`src/rtl/srfp_pkg.sv`:
```
// Package with the types, constants and decode functions of the reply frame parser.
package srfp_pkg;

    localparam int WIN_LEN     = 6;
    localparam int CNT_W       = 3;
    localparam int QUEUE_DEPTH = 2;
    localparam int QPTR_W      = (QUEUE_DEPTH > 1) ? $clog2(QUEUE_DEPTH) : 1;
    localparam int QCNT_W      = $clog2(QUEUE_DEPTH + 1);
    localparam int MAG_W       = 16;
    localparam int SPD_W       = 17;
    localparam int CFG_IDX_W   = 2;

    localparam int unsigned SPEED_SCALE = 10;
    localparam int DIV_SHIFT  = 24;
    localparam int RECIP_W    = DIV_SHIFT + 1;
    localparam int PROD_W     = MAG_W + RECIP_W;
    localparam logic [RECIP_W-1:0] RECIP = RECIP_W'((64'd1 << DIV_SHIFT) / SPEED_SCALE);
    localparam logic [7:0] SCALE_B = 8'(SPEED_SCALE);

    localparam logic [7:0] CHECK_BYTE   = 8'h6B;
    localparam logic [7:0] CMD_SPEED    = 8'h35;
    localparam logic [7:0] CMD_4A       = 8'h4A;
    localparam logic [7:0] CMD_F3       = 8'hF3;
    localparam logic [7:0] CMD_F5       = 8'hF5;
    localparam logic [7:0] CMD_F6       = 8'hF6;
    localparam logic [7:0] CMD_FB       = 8'hFB;
    localparam logic [7:0] CMD_FD       = 8'hFD;
    localparam logic [7:0] CMD_93       = 8'h93;
    localparam logic [7:0] CMD_9A       = 8'h9A;
    localparam logic [7:0] CMD_9C       = 8'h9C;
    localparam logic [7:0] STS_OK       = 8'h02;
    localparam logic [7:0] STS_BUSY     = 8'h12;
    localparam logic [7:0] STS_ERR_PARM = 8'hE2;
    localparam logic [7:0] STS_ERR_FRM  = 8'hEE;
    localparam logic [7:0] STS_DONE     = 8'h9F;
    localparam logic [7:0] DIR_NEG      = 8'h00;
    localparam logic [7:0] DIR_POS      = 8'h01;

    localparam logic [CFG_IDX_W-1:0] REG_TIMEOUT = 2'd0;
    localparam logic [CFG_IDX_W-1:0] REG_ADDR_Y  = 2'd1;
    localparam logic [CFG_IDX_W-1:0] REG_ADDR_X  = 2'd2;

    localparam logic [7:0] TIMEOUT_RST = 8'd3;
    localparam logic [7:0] ADDR_Y_RST  = 8'd1;
    localparam logic [7:0] ADDR_X_RST  = 8'd2;

    localparam logic [1:0] ACC_NONE   = 2'd0;
    localparam logic [1:0] ACC_STATUS = 2'd1;
    localparam logic [1:0] ACC_SPEED  = 2'd2;

    typedef enum logic [1:0] {
        FN_BYTE  = 2'd0,
        FN_TICK  = 2'd1,
        FN_STALE = 2'd2,
        FN_CLEAR = 2'd3
    } func_t;

    typedef struct packed {
        func_t      func;
        logic [7:0] data;
    } cmd_t;

    typedef enum logic [2:0] {
        BK_IDLE,
        BK_SCAN,
        BK_MUL,
        BK_FIX,
        BK_OUT
    } bk_state_t;

    function automatic logic is_cmd(input logic [7:0] b);
        return b inside {CMD_4A, CMD_F3, CMD_F5, CMD_F6, CMD_FB, CMD_FD,
                         CMD_93, CMD_9A, CMD_9C, CMD_SPEED};
    endfunction

    function automatic logic is_status(input logic [7:0] b);
        return b inside {STS_OK, STS_BUSY, STS_ERR_PARM, STS_ERR_FRM, STS_DONE};
    endfunction

endpackage

```
`src/rtl/srfp_if.sv`:
```
// Handshake interfaces for the request, result and configuration channels.
interface srfp_req_if;
    logic       valid;
    logic       ready;
    logic [1:0] func;
    logic [7:0] rx_byte;
    modport source (output valid, output func, output rx_byte, input ready);
    modport sink (input valid, input func, input rx_byte, output ready);
endinterface

interface srfp_rsp_if;
    logic               valid;
    logic               ready;
    logic [1:0]         accepted;
    logic               axis;
    logic [7:0]         status_code;
    logic               status_error;
    logic [31:0]        error_total;
    logic signed [16:0] speed_raw;
    logic signed [16:0] speed_rpm;
    logic [2:0]         window_fill;
    modport source (output valid, output accepted, output axis, output status_code,
                    output status_error, output error_total, output speed_raw,
                    output speed_rpm, output window_fill, input ready);
    modport sink (input valid, input accepted, input axis, input status_code,
                  input status_error, input error_total, input speed_raw,
                  input speed_rpm, input window_fill, output ready);
endinterface

interface srfp_cfg_if;
    logic       valid;
    logic       ready;
    logic [1:0] addr;
    logic [7:0] data;
    modport source (output valid, output addr, output data, input ready);
    modport sink (input valid, input addr, input data, output ready);
endinterface

```
`src/rtl/stepper_reply_frame_parser_core.sv`:
```
// Top level of the stepper reply frame parser.
// Every item gives exactly one result. Items enter a two-deep queue, so two can be
// taken while the parser works. The back end takes one item at a time: a tick, a
// stale check or a clear of the diagnostics passes from the queue head through the
// idle and output states to the result register; a received byte is stored in the
// idle state, then takes one scan step per window check (at most seven, as each check
// either drops one byte, accepts a reply or stops the scan), the multiply and fix
// steps of the constant divider on a speed reply, and the output state to load the
// result. A result that has not been taken holds the back end in its load step.
// Configuration writes are always taken and must only be made while the block is idle.
module stepper_reply_frame_parser_core (
    input logic        clk,
    input logic        rst_n,
    srfp_req_if.sink   req,
    srfp_rsp_if.source rsp,
    srfp_cfg_if.sink   cfg
);
    import srfp_pkg::*;

    logic q_valid;
    cmd_t q_cmd;
    logic q_pop;

    srfp_front u_front (
        .clk     (clk),
        .rst_n   (rst_n),
        .req     (req),
        .q_valid (q_valid),
        .q_cmd   (q_cmd),
        .q_pop   (q_pop)
    );

    srfp_back u_back (
        .clk     (clk),
        .rst_n   (rst_n),
        .cfg     (cfg),
        .q_valid (q_valid),
        .q_cmd   (q_cmd),
        .q_pop   (q_pop),
        .rsp     (rsp)
    );

endmodule

```
`src/rtl/srfp_front.sv`:
```
// Front end: accepts items, classifies them and holds them in a short queue.
module srfp_front (
    input  logic          clk,
    input  logic          rst_n,
    srfp_req_if.sink      req,
    output logic          q_valid,
    output srfp_pkg::cmd_t q_cmd,
    input  logic          q_pop
);
    import srfp_pkg::*;

    cmd_t              mem_reg [QUEUE_DEPTH];
    logic [QPTR_W-1:0] wr_ptr_reg, wr_ptr_next;
    logic [QPTR_W-1:0] rd_ptr_reg, rd_ptr_next;
    logic [QCNT_W-1:0] fill_reg, fill_next;
    logic              push;
    logic              pop;
    cmd_t              in_cmd;

    assign req.ready = (fill_reg != QCNT_W'(QUEUE_DEPTH));
    assign push      = req.valid && req.ready;
    assign pop       = q_pop && q_valid;
    assign q_valid   = (fill_reg != '0);
    assign q_cmd     = mem_reg[rd_ptr_reg];

    always_comb
    begin
        in_cmd.data = req.rx_byte;
        in_cmd.func = func_t'(req.func);
        wr_ptr_next = wr_ptr_reg;
        rd_ptr_next = rd_ptr_reg;
        if (push)
        begin
            wr_ptr_next = (wr_ptr_reg == QPTR_W'(QUEUE_DEPTH - 1)) ? '0 : wr_ptr_reg + 1'b1;
        end
        if (pop)
        begin
            rd_ptr_next = (rd_ptr_reg == QPTR_W'(QUEUE_DEPTH - 1)) ? '0 : rd_ptr_reg + 1'b1;
        end
        fill_next = fill_reg + QCNT_W'(push) - QCNT_W'(pop);
    end

    always_ff @(posedge clk or negedge rst_n)
    begin
        if (!rst_n)
        begin
            wr_ptr_reg <= '0;
            rd_ptr_reg <= '0;
            fill_reg   <= '0;
        end
        else
        begin
            wr_ptr_reg <= wr_ptr_next;
            rd_ptr_reg <= rd_ptr_next;
            fill_reg   <= fill_next;
        end
    end

    always_ff @(posedge clk)
    begin
        if (push)
        begin
            mem_reg[wr_ptr_reg] <= in_cmd;
        end
    end

endmodule

```
`src/rtl/srfp_back.sv`:
```
// Back end: window, resynchronising scan, speed divider, diagnostics and result register.
module srfp_back (
    input  logic           clk,
    input  logic           rst_n,
    srfp_cfg_if.sink       cfg,
    input  logic           q_valid,
    input  srfp_pkg::cmd_t q_cmd,
    output logic           q_pop,
    srfp_rsp_if.source     rsp
);
    import srfp_pkg::*;

    bk_state_t          state_reg, state_next;
    logic [7:0]         win_reg [WIN_LEN];
    logic [7:0]         win_next [WIN_LEN];
    logic [CNT_W-1:0]   cnt_reg, cnt_next;
    logic [7:0]         silence_reg, silence_next;
    logic [7:0]         last_status_reg, last_status_next;
    logic [31:0]        err_cnt_reg, err_cnt_next;
    logic [7:0]         timeout_reg, addr_y_reg, addr_x_reg;
    logic [1:0]         acc_reg, acc_next;
    logic               axis_reg, axis_next;
    logic               serr_reg, serr_next;
    logic signed [SPD_W-1:0] raw_reg, raw_next;
    logic signed [SPD_W-1:0] rpm_reg, rpm_next;
    logic [MAG_W-1:0]   mag_reg, mag_next;
    logic               neg_reg, neg_next;
    logic [MAG_W-1:0]   q0_reg, q0_next;
    logic               out_valid_reg, out_valid_next;
    logic               out_load;
    logic [1:0]         out_acc_reg;
    logic               out_axis_reg;
    logic [7:0]         out_status_reg;
    logic               out_serr_reg;
    logic [31:0]        out_err_reg;
    logic signed [SPD_W-1:0] out_raw_reg, out_rpm_reg;
    logic [CNT_W-1:0]   out_fill_reg;
    logic [PROD_W-1:0]  prod;
    logic [MAG_W+7:0]   qs;
    logic [MAG_W-1:0]   rem;
    logic [MAG_W-1:0]   quot;
    logic               drop1;
    logic               drop4;
    logic               is_err;

    assign cfg.ready = 1'b1;

    assign rsp.valid        = out_valid_reg;
    assign rsp.accepted     = out_acc_reg;
    assign rsp.axis         = out_axis_reg;
    assign rsp.status_code  = out_status_reg;
    assign rsp.status_error = out_serr_reg;
    assign rsp.error_total  = out_err_reg;
    assign rsp.speed_raw    = out_raw_reg;
    assign rsp.speed_rpm    = out_rpm_reg;
    assign rsp.window_fill  = out_fill_reg;

    assign prod   = PROD_W'(mag_reg) * PROD_W'(RECIP);
    assign qs     = (MAG_W + 8)'(q0_reg) * (MAG_W + 8)'(SCALE_B);
    assign rem    = mag_reg - qs[MAG_W-1:0];
    assign quot   = (rem >= MAG_W'(SCALE_B)) ? q0_reg + 1'b1 : q0_reg;
    assign is_err = (win_reg[2] == STS_ERR_PARM) || (win_reg[2] == STS_ERR_FRM);

    always_comb
    begin
        state_next       = state_reg;
        win_next         = win_reg;
        cnt_next         = cnt_reg;
        silence_next     = silence_reg;
        last_status_next = last_status_reg;
        err_cnt_next     = err_cnt_reg;
        acc_next         = acc_reg;
        axis_next        = axis_reg;
        serr_next        = serr_reg;
        raw_next         = raw_reg;
        rpm_next         = rpm_reg;
        mag_next         = mag_reg;
        neg_next         = neg_reg;
        q0_next          = q0_reg;
        q_pop            = 1'b0;
        out_load         = 1'b0;
        drop1            = 1'b0;
        drop4            = 1'b0;

        case (state_reg)
            BK_IDLE:
            begin
                if (q_valid)
                begin
                    q_pop      = 1'b1;
                    acc_next   = ACC_NONE;
                    axis_next  = 1'b0;
                    serr_next  = 1'b0;
                    raw_next   = '0;
                    rpm_next   = '0;
                    state_next = BK_OUT;
                    case (q_cmd.func)
                        FN_BYTE:
                        begin
                            silence_next = '0;
                            state_next   = BK_SCAN;
                            if (cnt_reg == CNT_W'(WIN_LEN))
                            begin
                                for (int i = 0; i < WIN_LEN - 1; i++)
                                begin
                                    win_next[i] = win_reg[i + 1];
                                end
                                win_next[WIN_LEN - 1] = q_cmd.data;
                            end
                            else
                            begin
                                win_next[cnt_reg] = q_cmd.data;
                                cnt_next          = cnt_reg + 1'b1;
                            end
                        end
                        FN_TICK:
                        begin
                            if (silence_reg != 8'hFF)
                            begin
                                silence_next = silence_reg + 1'b1;
                            end
                        end
                        FN_STALE:
                        begin
                            if ((cnt_reg != '0) && (silence_reg >= timeout_reg))
                            begin
                                cnt_next     = '0;
                                silence_next = '0;
                            end
                        end
                        FN_CLEAR:
                        begin
                            last_status_next = '0;
                            err_cnt_next     = '0;
                        end
                        default:
                        begin
                            state_next = BK_OUT;
                        end
                    endcase
                end
            end
            BK_SCAN:
            begin
                if (cnt_reg == '0)
                begin
                    state_next = BK_OUT;
                end
                else if ((win_reg[0] != addr_y_reg) && (win_reg[0] != addr_x_reg))
                begin
                    drop1 = 1'b1;
                end
                else if (cnt_reg < CNT_W'(2))
                begin
                    state_next = BK_OUT;
                end
                else if (!is_cmd(win_reg[1]))
                begin
                    drop1 = 1'b1;
                end
                else if (win_reg[1] == CMD_SPEED)
                begin
                    if (cnt_reg < CNT_W'(WIN_LEN))
                    begin
                        state_next = BK_OUT;
                    end
                    else if (((win_reg[2] != DIR_NEG) && (win_reg[2] != DIR_POS)) ||
                             (win_reg[5] != CHECK_BYTE))
                    begin
                        drop1 = 1'b1;
                    end
                    else
                    begin
                        mag_next   = {win_reg[3], win_reg[4]};
                        neg_next   = (win_reg[2] == DIR_NEG);
                        axis_next  = (win_reg[0] != addr_y_reg);
                        state_next = BK_MUL;
                    end
                end
                else if (cnt_reg < CNT_W'(3))
                begin
                    state_next = BK_OUT;
                end
                else if (!is_status(win_reg[2]))
                begin
                    drop1 = 1'b1;
                end
                else if (cnt_reg < CNT_W'(4))
                begin
                    state_next = BK_OUT;
                end
                else if (win_reg[3] != CHECK_BYTE)
                begin
                    drop1 = 1'b1;
                end
                else
                begin
                    last_status_next = win_reg[2];
                    acc_next         = ACC_STATUS;
                    axis_next        = (win_reg[0] != addr_y_reg);
                    raw_next         = '0;
                    rpm_next         = '0;
                    serr_next        = is_err;
                    if (is_err && (err_cnt_reg != '1))
                    begin
                        err_cnt_next = err_cnt_reg + 1'b1;
                    end
                    drop4 = 1'b1;
                end

                if (drop1)
                begin
                    for (int i = 0; i < WIN_LEN - 1; i++)
                    begin
                        win_next[i] = win_reg[i + 1];
                    end
                    cnt_next = cnt_reg - 1'b1;
                end
                if (drop4)
                begin
                    for (int i = 0; i < WIN_LEN - 4; i++)
                    begin
                        win_next[i] = win_reg[i + 4];
                    end
                    cnt_next = cnt_reg - CNT_W'(4);
                end
            end
            BK_MUL:
            begin
                q0_next    = prod[DIV_SHIFT +: MAG_W];
                state_next = BK_FIX;
            end
            BK_FIX:
            begin
                acc_next   = ACC_SPEED;
                serr_next  = 1'b0;
                cnt_next   = '0;
                state_next = BK_SCAN;
                if (neg_reg)
                begin
                    raw_next = -$signed({1'b0, mag_reg});
                    rpm_next = -$signed({1'b0, quot});
                end
                else
                begin
                    raw_next = $signed({1'b0, mag_reg});
                    rpm_next = $signed({1'b0, quot});
                end
            end
            BK_OUT:
            begin
                if (!out_valid_reg || rsp.ready)
                begin
                    out_load   = 1'b1;
                    state_next = BK_IDLE;
                end
            end
            default:
            begin
                state_next = BK_IDLE;
            end
        endcase

        if (out_load)
        begin
            out_valid_next = 1'b1;
        end
        else if (rsp.ready)
        begin
            out_valid_next = 1'b0;
        end
        else
        begin
            out_valid_next = out_valid_reg;
        end
    end

    always_ff @(posedge clk or negedge rst_n)
    begin
        if (!rst_n)
        begin
            state_reg       <= BK_IDLE;
            cnt_reg         <= '0;
            silence_reg     <= '0;
            last_status_reg <= '0;
            err_cnt_reg     <= '0;
            out_valid_reg   <= 1'b0;
            timeout_reg     <= TIMEOUT_RST;
            addr_y_reg      <= ADDR_Y_RST;
            addr_x_reg      <= ADDR_X_RST;
        end
        else
        begin
            state_reg       <= state_next;
            cnt_reg         <= cnt_next;
            silence_reg     <= silence_next;
            last_status_reg <= last_status_next;
            err_cnt_reg     <= err_cnt_next;
            out_valid_reg   <= out_valid_next;
            if (cfg.valid)
            begin
                case (cfg.addr)
                    REG_TIMEOUT: timeout_reg <= cfg.data;
                    REG_ADDR_Y:  addr_y_reg  <= cfg.data;
                    REG_ADDR_X:  addr_x_reg  <= cfg.data;
                    default:     timeout_reg <= timeout_reg;
                endcase
            end
        end
    end

    always_ff @(posedge clk)
    begin
        win_reg  <= win_next;
        acc_reg  <= acc_next;
        axis_reg <= axis_next;
        serr_reg <= serr_next;
        raw_reg  <= raw_next;
        rpm_reg  <= rpm_next;
        mag_reg  <= mag_next;
        neg_reg  <= neg_next;
        q0_reg   <= q0_next;
        if (out_load)
        begin
            out_acc_reg    <= acc_reg;
            out_axis_reg   <= axis_reg;
            out_status_reg <= last_status_reg;
            out_serr_reg   <= serr_reg;
            out_err_reg    <= err_cnt_reg;
            out_raw_reg    <= raw_reg;
            out_rpm_reg    <= rpm_reg;
            out_fill_reg   <= cnt_reg;
        end
    end

endmodule

```
`src/flat_wrapper.sv`:
```
// flat-port wrapper written by rule: the top's interface ports become plain ports
module stepper_reply_frame_parser_core_flat import srfp_pkg::*;
  (clk, rst_n, req_valid, req_func, req_rx_byte, req_ready, rsp_valid, rsp_accepted, rsp_axis, rsp_status_code, rsp_status_error, rsp_error_total, rsp_speed_raw, rsp_speed_rpm, rsp_window_fill, rsp_ready, cfg_valid, cfg_addr, cfg_data, cfg_ready);
  srfp_req_if req_i ();
  srfp_rsp_if rsp_i ();
  srfp_cfg_if cfg_i ();
  input logic clk;
  input logic rst_n;
  input wire logic [$bits(req_i.valid)-1:0] req_valid;
  input wire logic [$bits(req_i.func)-1:0] req_func;
  input wire logic [$bits(req_i.rx_byte)-1:0] req_rx_byte;
  output wire logic [$bits(req_i.ready)-1:0] req_ready;
  output wire logic [$bits(rsp_i.valid)-1:0] rsp_valid;
  output wire logic [$bits(rsp_i.accepted)-1:0] rsp_accepted;
  output wire logic [$bits(rsp_i.axis)-1:0] rsp_axis;
  output wire logic [$bits(rsp_i.status_code)-1:0] rsp_status_code;
  output wire logic [$bits(rsp_i.status_error)-1:0] rsp_status_error;
  output wire logic [$bits(rsp_i.error_total)-1:0] rsp_error_total;
  output wire logic [$bits(rsp_i.speed_raw)-1:0] rsp_speed_raw;
  output wire logic [$bits(rsp_i.speed_rpm)-1:0] rsp_speed_rpm;
  output wire logic [$bits(rsp_i.window_fill)-1:0] rsp_window_fill;
  input wire logic [$bits(rsp_i.ready)-1:0] rsp_ready;
  input wire logic [$bits(cfg_i.valid)-1:0] cfg_valid;
  input wire logic [$bits(cfg_i.addr)-1:0] cfg_addr;
  input wire logic [$bits(cfg_i.data)-1:0] cfg_data;
  output wire logic [$bits(cfg_i.ready)-1:0] cfg_ready;
  assign req_i.valid = req_valid;
  assign req_i.func = req_func;
  assign req_i.rx_byte = req_rx_byte;
  assign req_ready = req_i.ready;
  assign rsp_valid = rsp_i.valid;
  assign rsp_accepted = rsp_i.accepted;
  assign rsp_axis = rsp_i.axis;
  assign rsp_status_code = rsp_i.status_code;
  assign rsp_status_error = rsp_i.status_error;
  assign rsp_error_total = rsp_i.error_total;
  assign rsp_speed_raw = rsp_i.speed_raw;
  assign rsp_speed_rpm = rsp_i.speed_rpm;
  assign rsp_window_fill = rsp_i.window_fill;
  assign rsp_i.ready = rsp_ready;
  assign cfg_i.valid = cfg_valid;
  assign cfg_i.addr = cfg_addr;
  assign cfg_i.data = cfg_data;
  assign cfg_ready = cfg_i.ready;
  stepper_reply_frame_parser_core u_core (.clk(clk), .rst_n(rst_n), .req(req_i), .rsp(rsp_i), .cfg(cfg_i));
endmodule
```
`config.mk`:
```
export PLATFORM = sky130hd
export DESIGN_NAME = stepper_reply_frame_parser_core_flat
export DESIGN_NICKNAME = d
export VERILOG_FILES = /design/src/rtl/srfp_pkg.sv /design/src/rtl/srfp_if.sv /design/src/rtl/stepper_reply_frame_parser_core.sv /design/src/rtl/srfp_front.sv /design/src/rtl/srfp_back.sv /design/src/flat_wrapper.sv
export SDC_FILE = /design/constraint.sdc
export NUM_CORES = 1
export LEC_CHECK = 0
export ABC_CLOCK_PERIOD_IN_PS = 9510
export BUFFER_PORTS_ARGS = -buffer_cell sky130_fd_sc_hd__buf_2
export CORE_ASPECT_RATIO = 0.9
export CORE_UTILIZATION = 45
export DETAILED_ROUTE_END_ITERATION = 10
export GPL_TIMING_DRIVEN = 0
export PLACE_DENSITY = 0.67
export SKIP_CTS_REPAIR_TIMING = 1
export SYNTH_ARGS = -nofsm -noshare
export SYNTH_HDL_FRONTEND = slang
export SYNTH_SLANG_ARGS = --single-unit
```
`constraint.sdc`:
```
create_clock -name clk -period 9.51 [get_ports clk]
set_clock_uncertainty 0.15 [all_clocks]
set_input_delay 0.4755 -clock clk [delete_from_list [all_inputs] [get_ports clk]]
set_output_delay 0.4755 -clock clk [all_outputs]
set_load 0.02 [all_outputs]
```
* Yosys cells after proc, flatten, opt, wreduce, memory -nomap -nowiden
Memory sizes are Yosys's and may differ from the RTL's.
Cells that the tools add are included.
** Storage, ports and cells
- Flip-flop bits (word level) :: 280
- RAM bits :: 20
- Input bits :: 25
- Output and inout port bits :: 84
- Memories kept :: 1
** Cells by class
- $add $sub $neg :: 13
- $mul :: 2
- Magnitude comparators :: 8
- Equal/unequal tests :: 65
- Mux-type cells :: 139
- Bitwise operators :: 6
- Reduce and logical (&&, ||, !) cells :: 39
** Memory list
- u_core.u_front.mem_reg :: words 2, width 10, read ports 1, clocked after Yosys merged registers in 0, wr ports 1, RTL line srfp_front.sv:12 : cmd_t mem_reg [QUEUE_DEPTH];
** Operators with widths (number)
- $mux W32 :: 12
- $mux W17 :: 12
- $mux W48 :: 3
- $mux W8 :: 14
- $pmux W17 S3 :: 2
- $eq A8 B8 Y1 const B :: 11
- $pmux W40 S2 :: 1
- $pmux W32 S2 :: 1
- $mux W3 :: 18
- $mux W1 :: 53
- $bwmux W48 :: 1
- $mux W40 :: 1
- $mul A16 B21 Y37 const B :: 1
- $add A32 B1 Y32 const B :: 1
- $ne A32 B32 Y1 const B :: 1
- $ne A2 B2 Y1 const B :: 15
- $ne A3 B3 Y1 const B :: 10
- $demux W8 S3 :: 1
- $pmux W8 S3 :: 1
- $reduce_and A12 Y1 :: 2
- $mux W2 :: 10
- $ne A6 B6 Y1 const B :: 3
- $neg A14 Y17 :: 1
- $neg A16 Y17 :: 1
- 63 further kinds :: 96

* Depth between registers and ports, before layout
- Depth in word-level cells :: 14
- Mapped depth :: 28
- Gate-level depth less buffers :: 25

* Hierarchy
Synthesis repeated with hierarchy kept, for this count alone.
** Second synthesis, totals
- Cell total of the unflattened synthesis :: 1630
- Area total of the unflattened synthesis :: 18889.4 µm²
** Modules (own cells, without submodules)
- srfp_back :: times used 1, cells an instance 1577, area an instance 17952.2 µm², seq. area each 7897.6 µm²
- srfp_front :: times used 1, cells an instance 53, area an instance 937.1 µm², seq. area each 700.7 µm²

* Least setup slack after synthesis
No wires, ideal clock.
- Path kind :: register to register
- Start :: register u_core.u_back.mag_reg[5]
- End :: register u_core.u_back.q0_reg[12] (data pin)
- Library setup time :: 0.262 ns
- Arrival time :: 5.652 ns
- Path slack :: 3.447 ns
- Stages on the path, launching flop included :: 22
- Period minus slack after synthesis :: 6.063 ns
- Path through :: edfxtp_1 -> inv_1 -> ha_1 -> fa_1 -> fa_1 -> inv_1 -> fa_1 -> inv_1 -> fa_1 -> fa_1 -> ha_1 -> o21a_1 -> o21ai_0 -> nand2b_1 -> a21oi_1 -> o21ai_0 -> a31o_2 -> and3_1 -> o221a_2 -> a41o_1 -> o31ai_1 -> xnor2_1
** On the way
- Longest elaborated chain between the ends :: 1
** Ends and longest elaborated chain
- start: declaration :: RTL line srfp_back.sv:26 : logic [MAG_W-1:0] mag_reg, mag_next;
- start signal: assignment :: RTL line srfp_back.sv:320 : mag_reg <= mag_next;
- $mul A16 B21 Y37 :: RTL line srfp_back.sv:58 : assign prod = PROD_W'(mag_reg) * PROD_W'(RECIP);
- net u_core.u_back.prod[36] :: RTL line srfp_back.sv:38 : logic [PROD_W-1:0] prod;
- end signal: assignment :: RTL line srfp_back.sv:322 : q0_reg <= q0_next;
- end: declaration :: RTL line srfp_back.sv:28 : logic [MAG_W-1:0] q0_reg, q0_next;
The timed path passes the listed nets, and every way through them passes these cells.
A chain may end at the register's enable or synchronous reset.

* Final worst setup path
- Start :: register u_core.u_back.q0_reg[3]
- End :: register u_core.u_back.rpm_reg[12] (data pin)
** On the way
- Longest elaborated chain between the ends :: 7
- Elaborated cells on any way between the ends :: 8
- Classes of those cells :: 3 x add/sub; 1 x mul; 1 x order compare; 3 x mux
** Ends and longest elaborated chain
- $mul A13 B3 Y15 :: RTL line srfp_back.sv:59 : assign qs = (MAG_W + 8)'(q0_reg) * (MAG_W + 8)'(SCALE_B);
- $sub A16 B16 Y16 :: RTL line srfp_back.sv:60 : assign rem = mag_reg - qs[MAG_W-1:0];
- $ge A16 B4 Y1 :: RTL line srfp_back.sv:61 : assign quot = (rem >= MAG_W'(SCALE_B)) ? q0_reg + 1'b1 : q0_reg;
- $mux W14 * :: RTL line srfp_back.sv:61
- $neg A14 Y17 :: RTL line srfp_back.sv:242 : rpm_next = -$signed({1'b0, quot});
- $mux W17 * :: RTL line srfp_back.sv:239 : if (neg_reg)
- $pmux W17 S3 * :: RTL line srfp_back.sv:85 : case (state_reg)
- end signal: assignment :: RTL line srfp_back.sv:319 : rpm_reg <= rpm_next;
- end: declaration :: RTL line srfp_back.sv:25 : logic signed [SPD_W-1:0] rpm_reg, rpm_next;
Every way passes the cells marked *; elsewhere a longest branch is shown, timed or not.

==> impl_results.md <==
* Run status: finished clean
* Total DRC errors in the routed layout at 0
* Highest signal layer in the routed design: met4
* Maximum number of pins on one net before global-route repair at 64
* RePlAce Congestion at 0.917
* Multiplexer area fraction after synthesis at 2.60%
* Clock Sink Count at 300
* Fraction of power consumed by the clock network at 26.3%
* Aggregate global-route resource usage at 20.0%
* Final standard cell area without fillers at 21100 um^2
* Headroom to the max-slew limit at 29.4%
* Final count of negative-setup-slack endpoints at 0
* Width of the die at 217 um
* Type of element launching the critical path: flop
* Total Power at 4.45 mW
* Post-synthesis compound-gate area fraction at 10.1%
* Synth Area in XOR/XNOR at 4.82%
* Required time of the worst setup path at 9680 ps
* Cell Count, Final, Fillers Out at 2359
* Die Y at 196 um
* Routed vias/inst at 5.45
* Vias after detailed routing at 12.9k
* Final-layout setup total negative slack at 0 ps
* Syn Inst Count at 1640
* Layout Area Growth over Synthesis at 12.8%
* Gate power share at 26.1%
* Dominant synthesized flop cell: edfxtp_1
* Largest family of logic cells by synthesized area: adder cells
* Final Max Tran Viols at 0
* Share of Yosys cell area claimed by the top area cell type at 34.8%
* Count of inserted antenna diode cells at 0
* Initial antenna violation count at 0
* Leakage dissipation at 9.23 nW
* Root buffer selected by CTS: clkbuf_16
* First drt pass iteration count at 5
* Sequential cell area at 8600 um^2
* Number of primary I/O pins at 109
* Post-CTS clock slew at the launch and capture registers of the worst setup and hold paths at 60 ps
* Number of nets with antenna violations after detailed routing at 0
* Number of warning messages in the yosys log at 0
* Count of input and output buffers at 107
* Register-to-register setup slack at 2420 ps
* Vias in the first global route at 12.6k
* Bufs on Longest Clock Path at 3
* Clock H-tree levels at 1
* Drt total wl at 41.7 mm
* Final period util at 74.5%
* Die footprint at 42500 um^2
* Starting utilization of the core area at 45.9%
* Share of flip-flops with an asynchronous set or reset at 27.7%
* Average instance area after synthesis at 11.4 um^2
* Sort of element at the end of the critical path: flop
* Switching portion of total power at 33.7%
* Most used cell along the critical path: ha_1
* Critical path's largest stage delay at 670 ps
* CTS tree: yes
* Worst vdd ir at 175 uV
* Share of post-route cells with drive strength above 1 at 12.2%
* Total gr overflow at 0
* RSZ-0062 raised after global routing: false
* Startpoint-to-endpoint class of the critical path: reg2reg
* Placed Area at 20000 um^2
* Max frequency at 141 MHz
* Iteration-0 DRC Markers at 933
* Multi-input gate area in the final layout at 9390 um^2
* Number of distinct library cells after synthesis at 85
* Most common library cell in the layout ignoring fill and taps: edfxtp_1
* Number of nets in the finished design at 2075
* Sw Pwr at 1.50 mW
* Crit path arrival time at 7260 ps
* DR WL met3 at 2.35 mm
* Leading area contributor after synthesis: edfxtp_1
* Tightest Hold Check Type: in2reg
* Sequential share of the synthesized area at 45.9%
* Routed metal-1 wire length at 19.4 mm
* Number of enable flip-flop cells after synthesis at 217
* Number of placement rows at 70
* Average wire per standard cell at 17.7 um
* Met2 WL post-DR at 18.9 mm
* Internal power contribution at 2.95 mW
* Slew of the pin with the lowest slew margin at 1060 ps
* PwrDens at 210 nW/um^2
* Fill cell total of the finished layout at 3593
* Synth Area in Adders at 20.1%
* # Max-Cap Violations at 0
* Core area at 40800 um^2
* Leading cell types by total area after synthesis: edfxtp_1, ha_1, dfrtp_1
* Clock latency at the later pin of the worst-skew pair at 580 ps
* Total standard cell area after synthesis at 18700 um^2
* Commonest cells after routing, fill and taps aside: edfxtp_1, ha_1, inv_1
* Sequential power share at 47.6%
* Post-synthesis simple-gate area fraction at 12.4%
* Number of hold-slack violations in the final timing report at 0
* Biggest fanout along the worst timing path at 10
* CP max stage cell: edfxtp_1
* Placed Cells at 2290
* Detailed placement HPWL at 32.6 mm
* Post-layout minimum cycle time at 7090 ps
* Syn nets at 1921
* Wire length of the first global-routing pass at 67.2 mm
* Count of state elements after synthesis at 300
* TritonCTS Buffers at 31
* Max reg flops at 48
## final timing paths
kind	startpoint	to	depth (start not counted)
worst max register to register	u_core.u_back.q0_reg[3]	u_core.u_back.rpm_reg[12]	28
max in group asynchronous	rst_n	u_core.u_back.timeout_reg[1]	3
min in group asynchronous	rst_n	u_core.u_back.err_cnt_reg[18]	2
worst min-delay path	cfg_data[4]	u_core.u_back.timeout_reg[4]	3
worst max-delay path	u_core.u_back.q0_reg[3]	u_core.u_back.rpm_reg[12]	28
worst min register to register	u_core.u_back.acc_reg[0]	u_core.u_back.rsp.accepted[0]	0
## final cells by class
class | count | share of cell area [%]
Buffer | 41 | 0.918
Clock buffer | 45 | 4.16
Clock inverter | 13 | 0.556
Inverter | 152 | 2.70
Multi-Input combinational cell | 1147 | 44.4
Sequential cell | 300 | 40.7
Tap cell | 540 | 3.20
Timing Repair Buffer | 121 | 3.39
## through the flow
step	util, %	hold slack, ps	worst slack (ps)
6_report	51.8	1.64	2420
5_1_grt	51.8	7.42	2150
4_1_cts	51.5	-397	2500
3_5_place_dp	49.1	239	2570
3_3_place_gp	48.9	253	2530
2_1_floorplan	-	29.9	3450
## Yosys cell counts (all sizes together), types with 9 or more instances
master,number
edfxtp,217
nand3,34
mux2i,24
and3,20
ha,181
nand2,124
and2,9
inv,151
mux2,22
nand2b,24
fa,75
a21oi,62
clkbuf,29
nand4,17
nor3,17
nor2,128
o21ai,70
xnor2,47
o211ai,10
a221o,18
a21o,23
a31oi,13
a22o,9
buf,12
or2,12
nor2b,17
or3,15
dfrtp,79
xor2,54
## power groups by stage
stage                     Combinational (mW)  Clock [mW]  Sequential (mW)
after detailed placement                1.16           0             2.14
final                                   1.16        1.17             2.12
after CTS                               1.16        1.20             2.12
after global routing                    1.28        1.25             2.15
after floorplan                        0.603           0             2.26
after global placement                  1.12           0             2.16
## routing by layer
metal  GRT usage [%]  up-vias
li1                -     6175
met1            29.1     6234
met2            31.3      390
met3            2.77       66
met4            5.16        0
met5               0        -
## worst max-delay path: cells and delay by family, from the launching register on
kind | cells | cell delay [ps]
buffers and inverters | 4 | 560
and+or+nand+nor | 6 | 1060
DFF | 1 | 670
muxes | 2 | 380
xor gates and xnor gates | 1 | 130
adders and majority gates | 5 | 1480
AOI/OAI and AO/OA | 10 | 2420
## kinds of logic (layout without fill, tap and decap cells)
family                   after synthesis  after routing
AO/OA/AOI/OAI                        277            277
XOR/XNOR                             101            101
adder cells (fa/ha/maj)              256            256
buffers and inverters                193            372
flip-flops                           300            300
multiplexers                          46             46
other                                  1              1
AND/OR/NAND/NOR                      466            466
Power figures use the tool's default switching activity.
